$ cat config.mk
export PLATFORM = sky130hd
export DESIGN_NAME = identifier_word_splitter_top_flat
export DESIGN_NICKNAME = d
export VERILOG_FILES = /design/src/rtl/iws_pkg.sv /design/src/rtl/iws_in_if.sv /design/src/rtl/iws_out_if.sv /design/src/rtl/iws_char_class.sv /design/src/rtl/identifier_word_splitter_top.sv /design/src/flat_wrapper.sv
export SDC_FILE = /design/constraint.sdc
export NUM_CORES = 1
export LEC_CHECK = 0
export ABC_AREA = 0
export BUFFER_PORTS_ARGS = -buffer_cell sky130_fd_sc_hd__buf_4
export CORE_MARGIN = 2
export CORE_UTILIZATION = 55
export DETAILED_ROUTE_END_ITERATION = 7
export PLACE_DENSITY = 0.84
export SYNTH_ARGS = -nofsm -noshare
export SYNTH_HDL_FRONTEND = slang
export SYNTH_SLANG_ARGS = --single-unit
$ cat constraint.sdc
create_clock -name clk -period 4.5 [get_ports clk]
set_input_delay 0.225 -clock clk [delete_from_list [all_inputs] [get_ports clk]]
set_output_delay 0.225 -clock clk [all_outputs]
set_load 0.01 [all_outputs]
$ cat src/rtl/iws_pkg.sv
// shared types and constants for the identifier word splitter
`default_nettype none

package iws_pkg;

  localparam int CHAR_W   = 8;
  localparam int START_W  = 8;
  localparam int LENGTH_W = 9;
  localparam int STATUS_W = 2;

  localparam logic [CHAR_W-1:0] CHAR_UPPER_A = 8'h41;
  localparam logic [CHAR_W-1:0] CHAR_UPPER_Z = 8'h5A;
  localparam logic [CHAR_W-1:0] CHAR_LOWER_A = 8'h61;
  localparam logic [CHAR_W-1:0] CHAR_LOWER_Z = 8'h7A;
  localparam logic [CHAR_W-1:0] CHAR_DIGIT_0 = 8'h30;
  localparam logic [CHAR_W-1:0] CHAR_DIGIT_9 = 8'h39;
  localparam logic [CHAR_W-1:0] CHAR_UNDER   = 8'h5F;
  localparam logic [CHAR_W-1:0] CASE_OFFSET  = 8'h20;

  typedef enum logic [1:0] {
    CLASS_IDLE,
    CLASS_DIGIT,
    CLASS_WORD,
    CLASS_CAPS
  } run_class_t;

  typedef enum logic [STATUS_W-1:0] {
    STATUS_BUSY,
    STATUS_ACCEPTED,
    STATUS_REJECTED
  } split_status_t;

  typedef struct packed {
    logic [CHAR_W-1:0] lowered;
    logic              is_upper;
    logic              is_lower;
    logic              is_digit;
    logic              is_under;
  } char_info_t;

endpackage

`default_nettype wire

$ cat src/rtl/iws_in_if.sv
// input channel: one identifier character per word
`default_nettype none

interface iws_in_if import iws_pkg::*; ();
  logic              valid;
  logic              ready;
  logic [CHAR_W-1:0] char_code;
  logic              final_char;

  modport source (output valid, char_code, final_char, input ready);
  modport sink   (input valid, char_code, final_char, output ready);
endinterface

`default_nettype wire

$ cat src/rtl/iws_out_if.sv
// result channel: lowered character plus completed word info
`default_nettype none

interface iws_out_if import iws_pkg::*; ();
  logic                valid;
  logic                ready;
  logic [CHAR_W-1:0]   lowered_char;
  logic                word_found;
  logic [START_W-1:0]  word_start;
  logic [LENGTH_W-1:0] word_length;
  logic [STATUS_W-1:0] split_status;

  modport source (output valid, lowered_char, word_found, word_start, word_length,
                  split_status, input ready);
  modport sink   (input valid, lowered_char, word_found, word_start, word_length,
                  split_status, output ready);
endinterface

`default_nettype wire

$ cat src/rtl/iws_char_class.sv
// character classifier and ascii lower-casing
`default_nettype none

module iws_char_class import iws_pkg::*; (
  input  wire logic [CHAR_W-1:0] char_code,
  output char_info_t             info
);

  always_comb begin
    info.is_upper = char_code inside {[CHAR_UPPER_A:CHAR_UPPER_Z]};
    info.is_lower = char_code inside {[CHAR_LOWER_A:CHAR_LOWER_Z]};
    info.is_digit = char_code inside {[CHAR_DIGIT_0:CHAR_DIGIT_9]};
    info.is_under = (char_code == CHAR_UNDER);
    info.lowered  = info.is_upper ? char_code + CASE_OFFSET : char_code;
  end

endmodule

`default_nettype wire

$ cat src/rtl/identifier_word_splitter_top.sv
// top level of the identifier word splitter
`default_nettype none

// Splits an identifier, streamed one character per word, into words for a
// spell checker. A word is a run of lower-case letters, optionally led by one
// capital; in a capital run followed by a lower-case letter the last capital
// starts the word, other capital runs and digit runs are dropped, underscores
// separate words. Every input word yields exactly one result word: the
// character lower-cased, and on the character that ends a word its start
// position and length (a word still open at final_char is reported on that
// character, inclusive). Any character outside letters, digits and underscore,
// or an identifier longer than MAX_LEN, rejects the identifier: no more words
// are flagged and the final character reports status rejected. The final
// character always returns the scanner to its reset state. Throughput is one
// word per clock, an item entering every cycle, unless out_ch.ready stalls the
// result register; the only loop is the scanner state update between the input
// stage and the result register, which every character passes through in turn.
// Positions wrap to 8 bits in word_start and lengths to 9 bits in word_length.

module identifier_word_splitter_top import iws_pkg::*; #(
  parameter int MAX_LEN = 256
) (
  input  wire logic clk,
  input  wire logic rst_n,
  iws_in_if.sink    in_ch,
  iws_out_if.source out_ch
);

  // position counter saturates at MAX_LEN, so it needs room for MAX_LEN itself
  localparam int POS_W = $clog2(MAX_LEN + 1);
  // working width for start/length math, at least as wide as the length field
  localparam int EXT_W = (POS_W > LENGTH_W) ? POS_W : LENGTH_W;
  localparam logic [POS_W-1:0] MAX_POS = POS_W'(MAX_LEN);

  // input stage
  logic              stage_v_r;
  logic [CHAR_W-1:0] stage_code_r;
  logic              stage_last_r;

  // scanner state
  run_class_t       class_r, class_nxt;
  logic [POS_W-1:0] start_r, start_nxt;
  logic [POS_W-1:0] pos_r, pos_nxt;
  logic [1:0]       cap_r, cap_nxt;
  logic             rej_r, rej_nxt;

  // result register
  logic                out_v_r;
  logic [CHAR_W-1:0]   lowered_r;
  logic                found_r, found_nxt;
  logic [START_W-1:0]  wstart_r, wstart_nxt;
  logic [LENGTH_W-1:0] wlen_r, wlen_nxt;
  logic [STATUS_W-1:0] status_r, status_nxt;

  char_info_t info;
  logic       out_free;
  logic       advance;
  logic       in_take;
  logic       bad_char;
  logic       rej_now;
  logic [EXT_W-1:0] pos_ext;
  logic [EXT_W-1:0] len_ext;

  iws_char_class u_class (
    .char_code (stage_code_r),
    .info      (info)
  );

  // result slot frees when empty or being drained; the input stage moves on then
  assign out_free    = !out_v_r || out_ch.ready;
  assign advance     = stage_v_r && out_free;
  assign in_ch.ready = !stage_v_r || out_free;
  assign in_take     = in_ch.valid && in_ch.ready;

  assign bad_char = !(info.is_upper || info.is_lower || info.is_digit || info.is_under);
  assign rej_now  = rej_r || bad_char || (pos_r >= MAX_POS);
  assign pos_ext  = EXT_W'(pos_r);

  always_comb begin
    class_nxt  = class_r;
    start_nxt  = start_r;
    cap_nxt    = cap_r;
    rej_nxt    = rej_now;
    pos_nxt    = (pos_r < MAX_POS) ? pos_r + POS_W'(1) : pos_r;
    found_nxt  = 1'b0;
    len_ext    = '0;
    wstart_nxt = '0;
    status_nxt = STATUS_BUSY;

    if (!rej_now) begin
      // a word run ends on any character that is not lower case
      if (class_r == CLASS_WORD && !info.is_lower) begin
        found_nxt  = 1'b1;
        wstart_nxt = START_W'(start_r);
        len_ext    = pos_ext - EXT_W'(start_r);
      end

      if (info.is_under) begin
        class_nxt = CLASS_IDLE;
        cap_nxt   = 2'd0;
      end else if (info.is_digit) begin
        class_nxt = CLASS_DIGIT;
        cap_nxt   = 2'd0;
      end else if (info.is_upper) begin
        if (class_r == CLASS_CAPS) begin
          if (cap_r != 2'd3) begin
            cap_nxt = cap_r + 2'd1;
          end
        end else begin
          class_nxt = CLASS_CAPS;
          cap_nxt   = 2'd1;
        end
        // remember the latest capital, it may lead the next word
        start_nxt = pos_r;
      end else begin
        if (class_r == CLASS_IDLE || class_r == CLASS_DIGIT) begin
          start_nxt = pos_r;
        end
        class_nxt = CLASS_WORD;
        cap_nxt   = 2'd0;
      end

      // word still open on the last character closes inclusive of it
      if (stage_last_r && class_nxt == CLASS_WORD) begin
        found_nxt  = 1'b1;
        wstart_nxt = START_W'(start_nxt);
        len_ext    = pos_ext + EXT_W'(1) - EXT_W'(start_nxt);
      end
    end

    wlen_nxt = len_ext[LENGTH_W-1:0];

    // end of identifier: report and start over
    if (stage_last_r) begin
      status_nxt = rej_now ? STATUS_REJECTED : STATUS_ACCEPTED;
      class_nxt  = CLASS_IDLE;
      start_nxt  = '0;
      pos_nxt    = '0;
      cap_nxt    = 2'd0;
      rej_nxt    = 1'b0;
    end
  end

  always_ff @(posedge clk) begin
    if (!rst_n) begin
      stage_v_r <= 1'b0;
      out_v_r   <= 1'b0;
      class_r   <= CLASS_IDLE;
      start_r   <= '0;
      pos_r     <= '0;
      cap_r     <= 2'd0;
      rej_r     <= 1'b0;
    end else begin
      if (in_take) begin
        stage_v_r <= 1'b1;
      end else if (advance) begin
        stage_v_r <= 1'b0;
      end

      if (advance) begin
        out_v_r <= 1'b1;
        class_r <= class_nxt;
        start_r <= start_nxt;
        pos_r   <= pos_nxt;
        cap_r   <= cap_nxt;
        rej_r   <= rej_nxt;
      end else if (out_ch.ready) begin
        out_v_r <= 1'b0;
      end
    end

    // payload, no reset needed
    if (in_take) begin
      stage_code_r <= in_ch.char_code;
      stage_last_r <= in_ch.final_char;
    end
    if (advance) begin
      lowered_r <= info.lowered;
      found_r   <= found_nxt;
      wstart_r  <= wstart_nxt;
      wlen_r    <= wlen_nxt;
      status_r  <= status_nxt;
    end
  end

  assign out_ch.valid        = out_v_r;
  assign out_ch.lowered_char = lowered_r;
  assign out_ch.word_found   = found_r;
  assign out_ch.word_start   = wstart_r;
  assign out_ch.word_length  = wlen_r;
  assign out_ch.split_status = status_r;

  // a flagged word never comes with a rejected identifier
  a_found_not_rejected: assert property (@(posedge clk) disable iff (!rst_n)
    out_v_r && found_r |-> status_r != STATUS_REJECTED)
    else $error("word flagged on rejected identifier");

  // no word means zeroed start and length
  a_idle_fields_zero: assert property (@(posedge clk) disable iff (!rst_n)
    out_v_r && !found_r |-> wstart_r == '0 && wlen_r == '0)
    else $error("word fields set without a word");

  // the final character leaves the scanner in its reset state
  a_final_resets: assert property (@(posedge clk) disable iff (!rst_n)
    advance && stage_last_r |=> pos_r == '0 && !rej_r && class_r == CLASS_IDLE)
    else $error("scanner not reset after final character");

endmodule

`default_nettype wire
$ cat src/flat_wrapper.sv
// flat-port wrapper written by rule: the top's interface ports become plain ports
module identifier_word_splitter_top_flat import iws_pkg::*;
#(
  parameter int MAX_LEN = 256
)
  (clk, rst_n, in_ch_valid, in_ch_char_code, in_ch_final_char, in_ch_ready, out_ch_valid, out_ch_lowered_char, out_ch_word_found, out_ch_word_start, out_ch_word_length, out_ch_split_status, out_ch_ready);
  iws_in_if in_ch_i ();
  iws_out_if out_ch_i ();
  input  wire logic clk;
  input  wire logic rst_n;
  input wire logic [$bits(in_ch_i.valid)-1:0] in_ch_valid;
  input wire logic [$bits(in_ch_i.char_code)-1:0] in_ch_char_code;
  input wire logic [$bits(in_ch_i.final_char)-1:0] in_ch_final_char;
  output wire logic [$bits(in_ch_i.ready)-1:0] in_ch_ready;
  output wire logic [$bits(out_ch_i.valid)-1:0] out_ch_valid;
  output wire logic [$bits(out_ch_i.lowered_char)-1:0] out_ch_lowered_char;
  output wire logic [$bits(out_ch_i.word_found)-1:0] out_ch_word_found;
  output wire logic [$bits(out_ch_i.word_start)-1:0] out_ch_word_start;
  output wire logic [$bits(out_ch_i.word_length)-1:0] out_ch_word_length;
  output wire logic [$bits(out_ch_i.split_status)-1:0] out_ch_split_status;
  input wire logic [$bits(out_ch_i.ready)-1:0] out_ch_ready;
  assign in_ch_i.valid = in_ch_valid;
  assign in_ch_i.char_code = in_ch_char_code;
  assign in_ch_i.final_char = in_ch_final_char;
  assign in_ch_ready = in_ch_i.ready;
  assign out_ch_valid = out_ch_i.valid;
  assign out_ch_lowered_char = out_ch_i.lowered_char;
  assign out_ch_word_found = out_ch_i.word_found;
  assign out_ch_word_start = out_ch_i.word_start;
  assign out_ch_word_length = out_ch_i.word_length;
  assign out_ch_split_status = out_ch_i.split_status;
  assign out_ch_i.ready = out_ch_ready;
  identifier_word_splitter_top #(.MAX_LEN(MAX_LEN)) u_core (.clk(clk), .rst_n(rst_n), .in_ch(in_ch_i), .out_ch(out_ch_i));
endmodule
# --- After elaboration in Yosys (flattened, before gate mapping) ---
# Cells that the tools add are included.
totals:
  register_bits: 60
classes:
  n_addsub: 4
  order_cmp: 8
  n_eq_ne: 6
  muxes: 29
  reduce_logical: 25
ops:
  columns: ["cell", "count"]
  rows:
  - ["$mux 9", 11]
  - ["$mux 8", 3]
  - ["$sub 9x9->9", 2]
  - ["$ge 8x7->1 const B", 2]
  - ["$le 8x7->1 const B", 2]
  - ["$mux 2", 8]
  - ["$add 9x1->9 const B", 1]
  - ["$ge 9x9->1 const B", 1]
  - ["$lt 9x9->1 const B", 1]
  - ["$add 8x6->8 const B", 1]
  - ["$eq 8x7->1 const B", 1]
  - ["$ge 8x6->1 const B", 1]
  - ["$le 8x6->1 const B", 1]
  - ["$logic_or 1x1->1", 8]
  - ["$logic_and 1x1->1", 7]
  - ["$mux 1", 7]
  - ["$eq 2x2->1 const B", 3]
  - ["$reduce_bool 2->1", 3]
  - ["$logic_not 1->1", 4]
  - ["$reduce_and 2->1", 2]
  - ["$eq 2x1->1 const B", 1]
  - ["$logic_not 2->1", 1]
  - ["$ne 2x1->1 const B", 1]

# --- Depth between registers and ports, before layout ---
logic_depth:
  depth_word: 12
  ltp_mapped: 19
  ltp_nobuf: 18

# --- Hierarchy ---
# From an unflattened synthesis, not the netlist that was laid out.
hier_totals:
  cells_unflattened: 365
  area_unflattened_um2: 3533.4
modules_own_cells:
  columns: ["module", "instances", "cells_per_inst", "area_each_um2", "seq_area_each_um2"]
  rows:
  - ["identifier_word_splitter_top", 1, 325, 3229.3, 1571.5]
  - ["iws_char_class", 1, 40, 304.0, 0.0]

# --- Worst setup path before layout ---
# Ideal clock, no wire load.
synth_timing:
  kind: "register to register"
  startpoint: "register u_core.stage_code_r[5]"
  endpoint: "register u_core.wlen_r[8], in the netlist u_core.out_ch.word_length[8], data pin"
  setup_ns: 0.148
  arrival_ns: 3.594
  required_time_ns: 4.352
  path_slack_ns: 0.758
  path_stages_with_launch: 18
  path_buffers: 1
  synth_period_minus_slack_ns: 3.742
  cell_sequence: "edfxtp_1 -> ha_1 -> nor3b_1 -> o221ai_2 -> nand2_1 -> or2_2 -> buf_2 -> o21ai_0 -> ha_1 -> inv_1 -> fa_1 -> a21oi_1 -> nor2b_1 -> o31a_1 -> o41ai_1 -> xor2_1 -> nand2_1 -> a21oi_1"
synth_via:
  elab_chain_cells: 9
  elab_cells_between_ends: 31
  classes_between: "add/sub: 1; order compare: 6; eq/ne: 2; mux: 10; reduce/logical: 12"
synth_rtl:
  columns: ["item", "line_no", "text"]
  rows:
  - ["from (decl)", "identifier_word_splitter_top.sv:37", "logic [CHAR_W-1:0] stage_code_r;"]
  - ["from (signal assigned)", "identifier_word_splitter_top.sv:174", "stage_code_r <= in_ch.char_code;"]
  - ["branches (longest 9 deep; another with $sub 9x9->9)", null, null]
  - ["to (signal assigned)", "identifier_word_splitter_top.sv:181", "wlen_r <= wlen_nxt;"]
  - ["to (decl)", "identifier_word_splitter_top.sv:52", "logic [LENGTH_W-1:0] wlen_r, wlen_nxt;"]
# Several ways; the timed one is not identified. The select of a mux whose other input is x is not followed.
# A chain may end at the register's enable or synchronous reset.

# --- Worst setup path in the final report ---
# Ends and elaborated chain as after synthesis.

==> impl_metrics.toml <==
[worst_setup_path]
r2r_end = "u_core.out_ch.word_length[8]$_SDFFCE_PN0P_"
crit_chain = "ha_1 -> nor3b_1 -> o221ai_2 -> nand2_1 -> or2_2 -> o21ai_0 -> ha_1 -> inv_1 -> fa_1 -> a21oi_1 -> nor2b_1 -> o31a_1 -> o41ai_1 -> xor2_1 -> nand2_1 -> a21oi_1"
setup.worst_path.end = "u_core.out_ch.word_length[8]$_SDFFCE_PN0P_"
worstSetupStartpointType = "register"
crit_fanout = 10
r2r_start = "u_core.stage_code_r[5]$_DFFE_PP_"
endpoint_kind = "register"
r2r_cells = 16
reg2reg_slack_ps = 350
crit_required_ps = 4700
arrival_ps = 4340
slowest_delay_ps = 500
startpoint = "u_core.stage_code_r[5]$_DFFE_PP_"
cp_slowest_cell = "edfxtp_1"
critPathKind = "reg -> reg"

[worst_hold_path]
holdCritPathClass = "in -> reg"

[clock_network]
htree_levels = 3
cts_tree = "done"
postCtsSetupRepairBufs = 0
cts.sinks = 60
numCtsBuffers = 9
cts_buffer_depth = 2
clock_latency_ps = 360
ctsHoldBuffers = 0
clkTransAtPathRegs_ps = 60
cts_resized = 0
cts_root_buf = "clkbuf_8"

[logic_synthesis]
dominantRegCellSynth = "edfxtp_1"
synth_edf_count = 37
synth_area_leaders = "edfxtp_1 (33%), dfxtp_1 (14%), ha_1 (7.4%)"
syn_inst = 342
yosys_register_bits = 60
synth_area_mm2 = 0.00340
synth_top_area_frac = 0.326
syn_avg_cell_area_um2 = 9.95
syn_nets = 377
ys_async_sr_fraction = 0
yosysUniqueCellTypes = 49
synth_top_area_cell = "edfxtp_1"
ys_seq_area_frac = 0.462
yosys_warnings = 0

[die]
die_w_um = 82.7
rows = 28
core_mm2 = 0.00596
die_h_um = 82.7
start_util = 0.572
dieArea_mm2 = 0.00684
num_io_pins = 43

[cells_and_area]
insertedDiodeCount = 0
design_area_mm2 = 0.00396
mostFrequentLayoutCells = "buf_4 (45), edfxtp_1 (37), nor2_1 (31), nor2b_1 (24), a21oi_1 (24)"
layout.nets = 421
syn2layout_area_growth_pct = 16.2
drive_gt1_frac = 0.182
layout_commonest_cell = "buf_4"

[placed_design]
gp_routability_congestion = 0.933
dpl_cell_area_mm2 = 0.00379
dp_hpwl_um = 5240
port_buffers = 42

[job]
maxCapViolations = 0

[route]
drt-vias-per-instance = 5.78
first_pass_iters = 5
wire_per_inst_um = 15.4
vias = 2693
dr.first_iter.drc_count = 286
route.detailed.drc = 0
antenna_left = 0
routed_wl_um = 7160

[global_route]
grt_max_degree = 35
antenna_found_initial = 0
grtUsageTotal = 0.230
overflow = 0
grt_pass1_wl_um = 11400
grt_pass1_vias = 2397

[pwr]
p_per_area_mw_per_mm2 = 287
p_leak_uw = 0.00150
ir_drop_uv = 181
p_total_uw = 1140

[sta]
finalSetupViolations = 0
rsz0062_at_grt = "false"
relSlewSlack = 0.539
clock.fmax_ghz = 0.241
fin_skew_ps = 6.46
worstMarginPinSlew_ps = 686
finalMaxSlewViolations = 0
fin_crit_sh = 0.921
hold_violations = 0
fin_setup_tns_ps = 0
period_needed_ps = 4150

[status]
outcome = "finished clean"
==> flip-flops by register name (all words and copies together) (netlist names) <==
| register | cells |
|---|---|
| u_core.class_r | 2 |
| u_core.out_ch.lowered_char | 8 |
| u_core.out_ch.split_status | 2 |
| u_core.out_ch.valid | 1 |
| u_core.out_ch.word_found | 1 |
| u_core.out_ch.word_length | 9 |
| u_core.out_ch.word_start | 8 |
| u_core.pos_ext | 9 |
| u_core.rej_r | 1 |
| u_core.stage_code_r | 8 |
| u_core.stage_last_r | 1 |
| u_core.stage_v_r | 1 |
| u_core.start_r | 9 |
==> routing by layer <==
layer,part of all wire,GRT usage,up-vias
met4,0.035,0.130,0
met3,0.079,0.0467,18
met1,0.43,0.305,1233
met5,0,0,-
li1,-,-,1323
met2,0.46,0.350,119
==> stage by stage <==
| step | utilization | instances | worst slack (ps) | hold WS (ps) |
|---|---|---|---|---|
| global route | 0.664 | 466 | 68.2 | 37.7 |
| detailed placement | 0.637 | 450 | 464 | 404 |
| CTS | 0.664 | 466 | 391 | 37.9 |
| global placement | 0.637 | 450 | 610 | 404 |
| finish | 0.664 | 466 | 354 | 45.1 |
| floorplan | - | 342 | 758 | 324 |
==> cell usage after synthesis (4+ instances only) <==
cell type	n
clkbuf_1	10
nor3b_1	4
xor2_1	8
nand3_1	15
a22oi_1	20
nor3_1	5
nor2_1	31
edfxtp_1	37
inv_1	19
xnor2_1	11
nand2_1	20
a21oi_1	24
dfxtp_1	23
nor2b_1	25
o21ai_0	14
and3_1	4
mux2i_1	8
ha_1	20
==> area by class of cell <==
cell class,count,area [um^2]
flip-flops and latches,60,1570
multi-input cells,251,1720
clock inverters,7,42.5
repair buffers,45,338
fillers,457,2000
inverters,19,71.3
well taps,75,93.8
clock buffers,9,124
==> worst min path at each step <==
stage | start | depth (start not counted) | endpoint
finish | in_ch_char_code[1] | 1 | u_core.stage_code_r[1]$_DFFE_PP_
detailed placement | in_ch_char_code[6] | 1 | u_core.stage_code_r[6]$_DFFE_PP_
global route | in_ch_char_code[6] | 1 | u_core.stage_code_r[6]$_DFFE_PP_
CTS | in_ch_char_code[6] | 1 | u_core.stage_code_r[6]$_DFFE_PP_
global placement | in_ch_char_code[4] | 1 | u_core.stage_code_r[4]$_DFFE_PP_
floorplan | in_ch_char_code[0] | 0 | u_core.stage_code_r[0]$_DFFE_PP_
==> cells by family after synthesis <==
family | synth area share
and+or+nand+nor | 0.187
AOI/OAI and AO/OA | 0.154
buffers and inverters | 0.0349
DFF | 0.462
xor gates and xnor gates | 0.0489
muxes | 0.0279
adders and majority gates | 0.0853
==> where the power goes <==
part           switching, uW  leakage [uW]  total [uW]  internal, uW
registers               13.7      0.000534         618           604
clock network            214     0.0000891         409           196
logic                   62.8      0.000872         110          46.8
total                    290       0.00150        1140           847
==> worst max-delay path, delay by kind of cell, from the launching register on <==
| family | cells | cell delay [ps] |
|---|---|---|
| simple gates | 5 | 920 |
| compound gates | 6 | 1370 |
| xor+xnor | 1 | 170 |
| flops | 1 | 500 |
| fa+ha+maj | 3 | 920 |
| buf+inv | 1 | 90 |
Power figures use the tool's default switching activity.
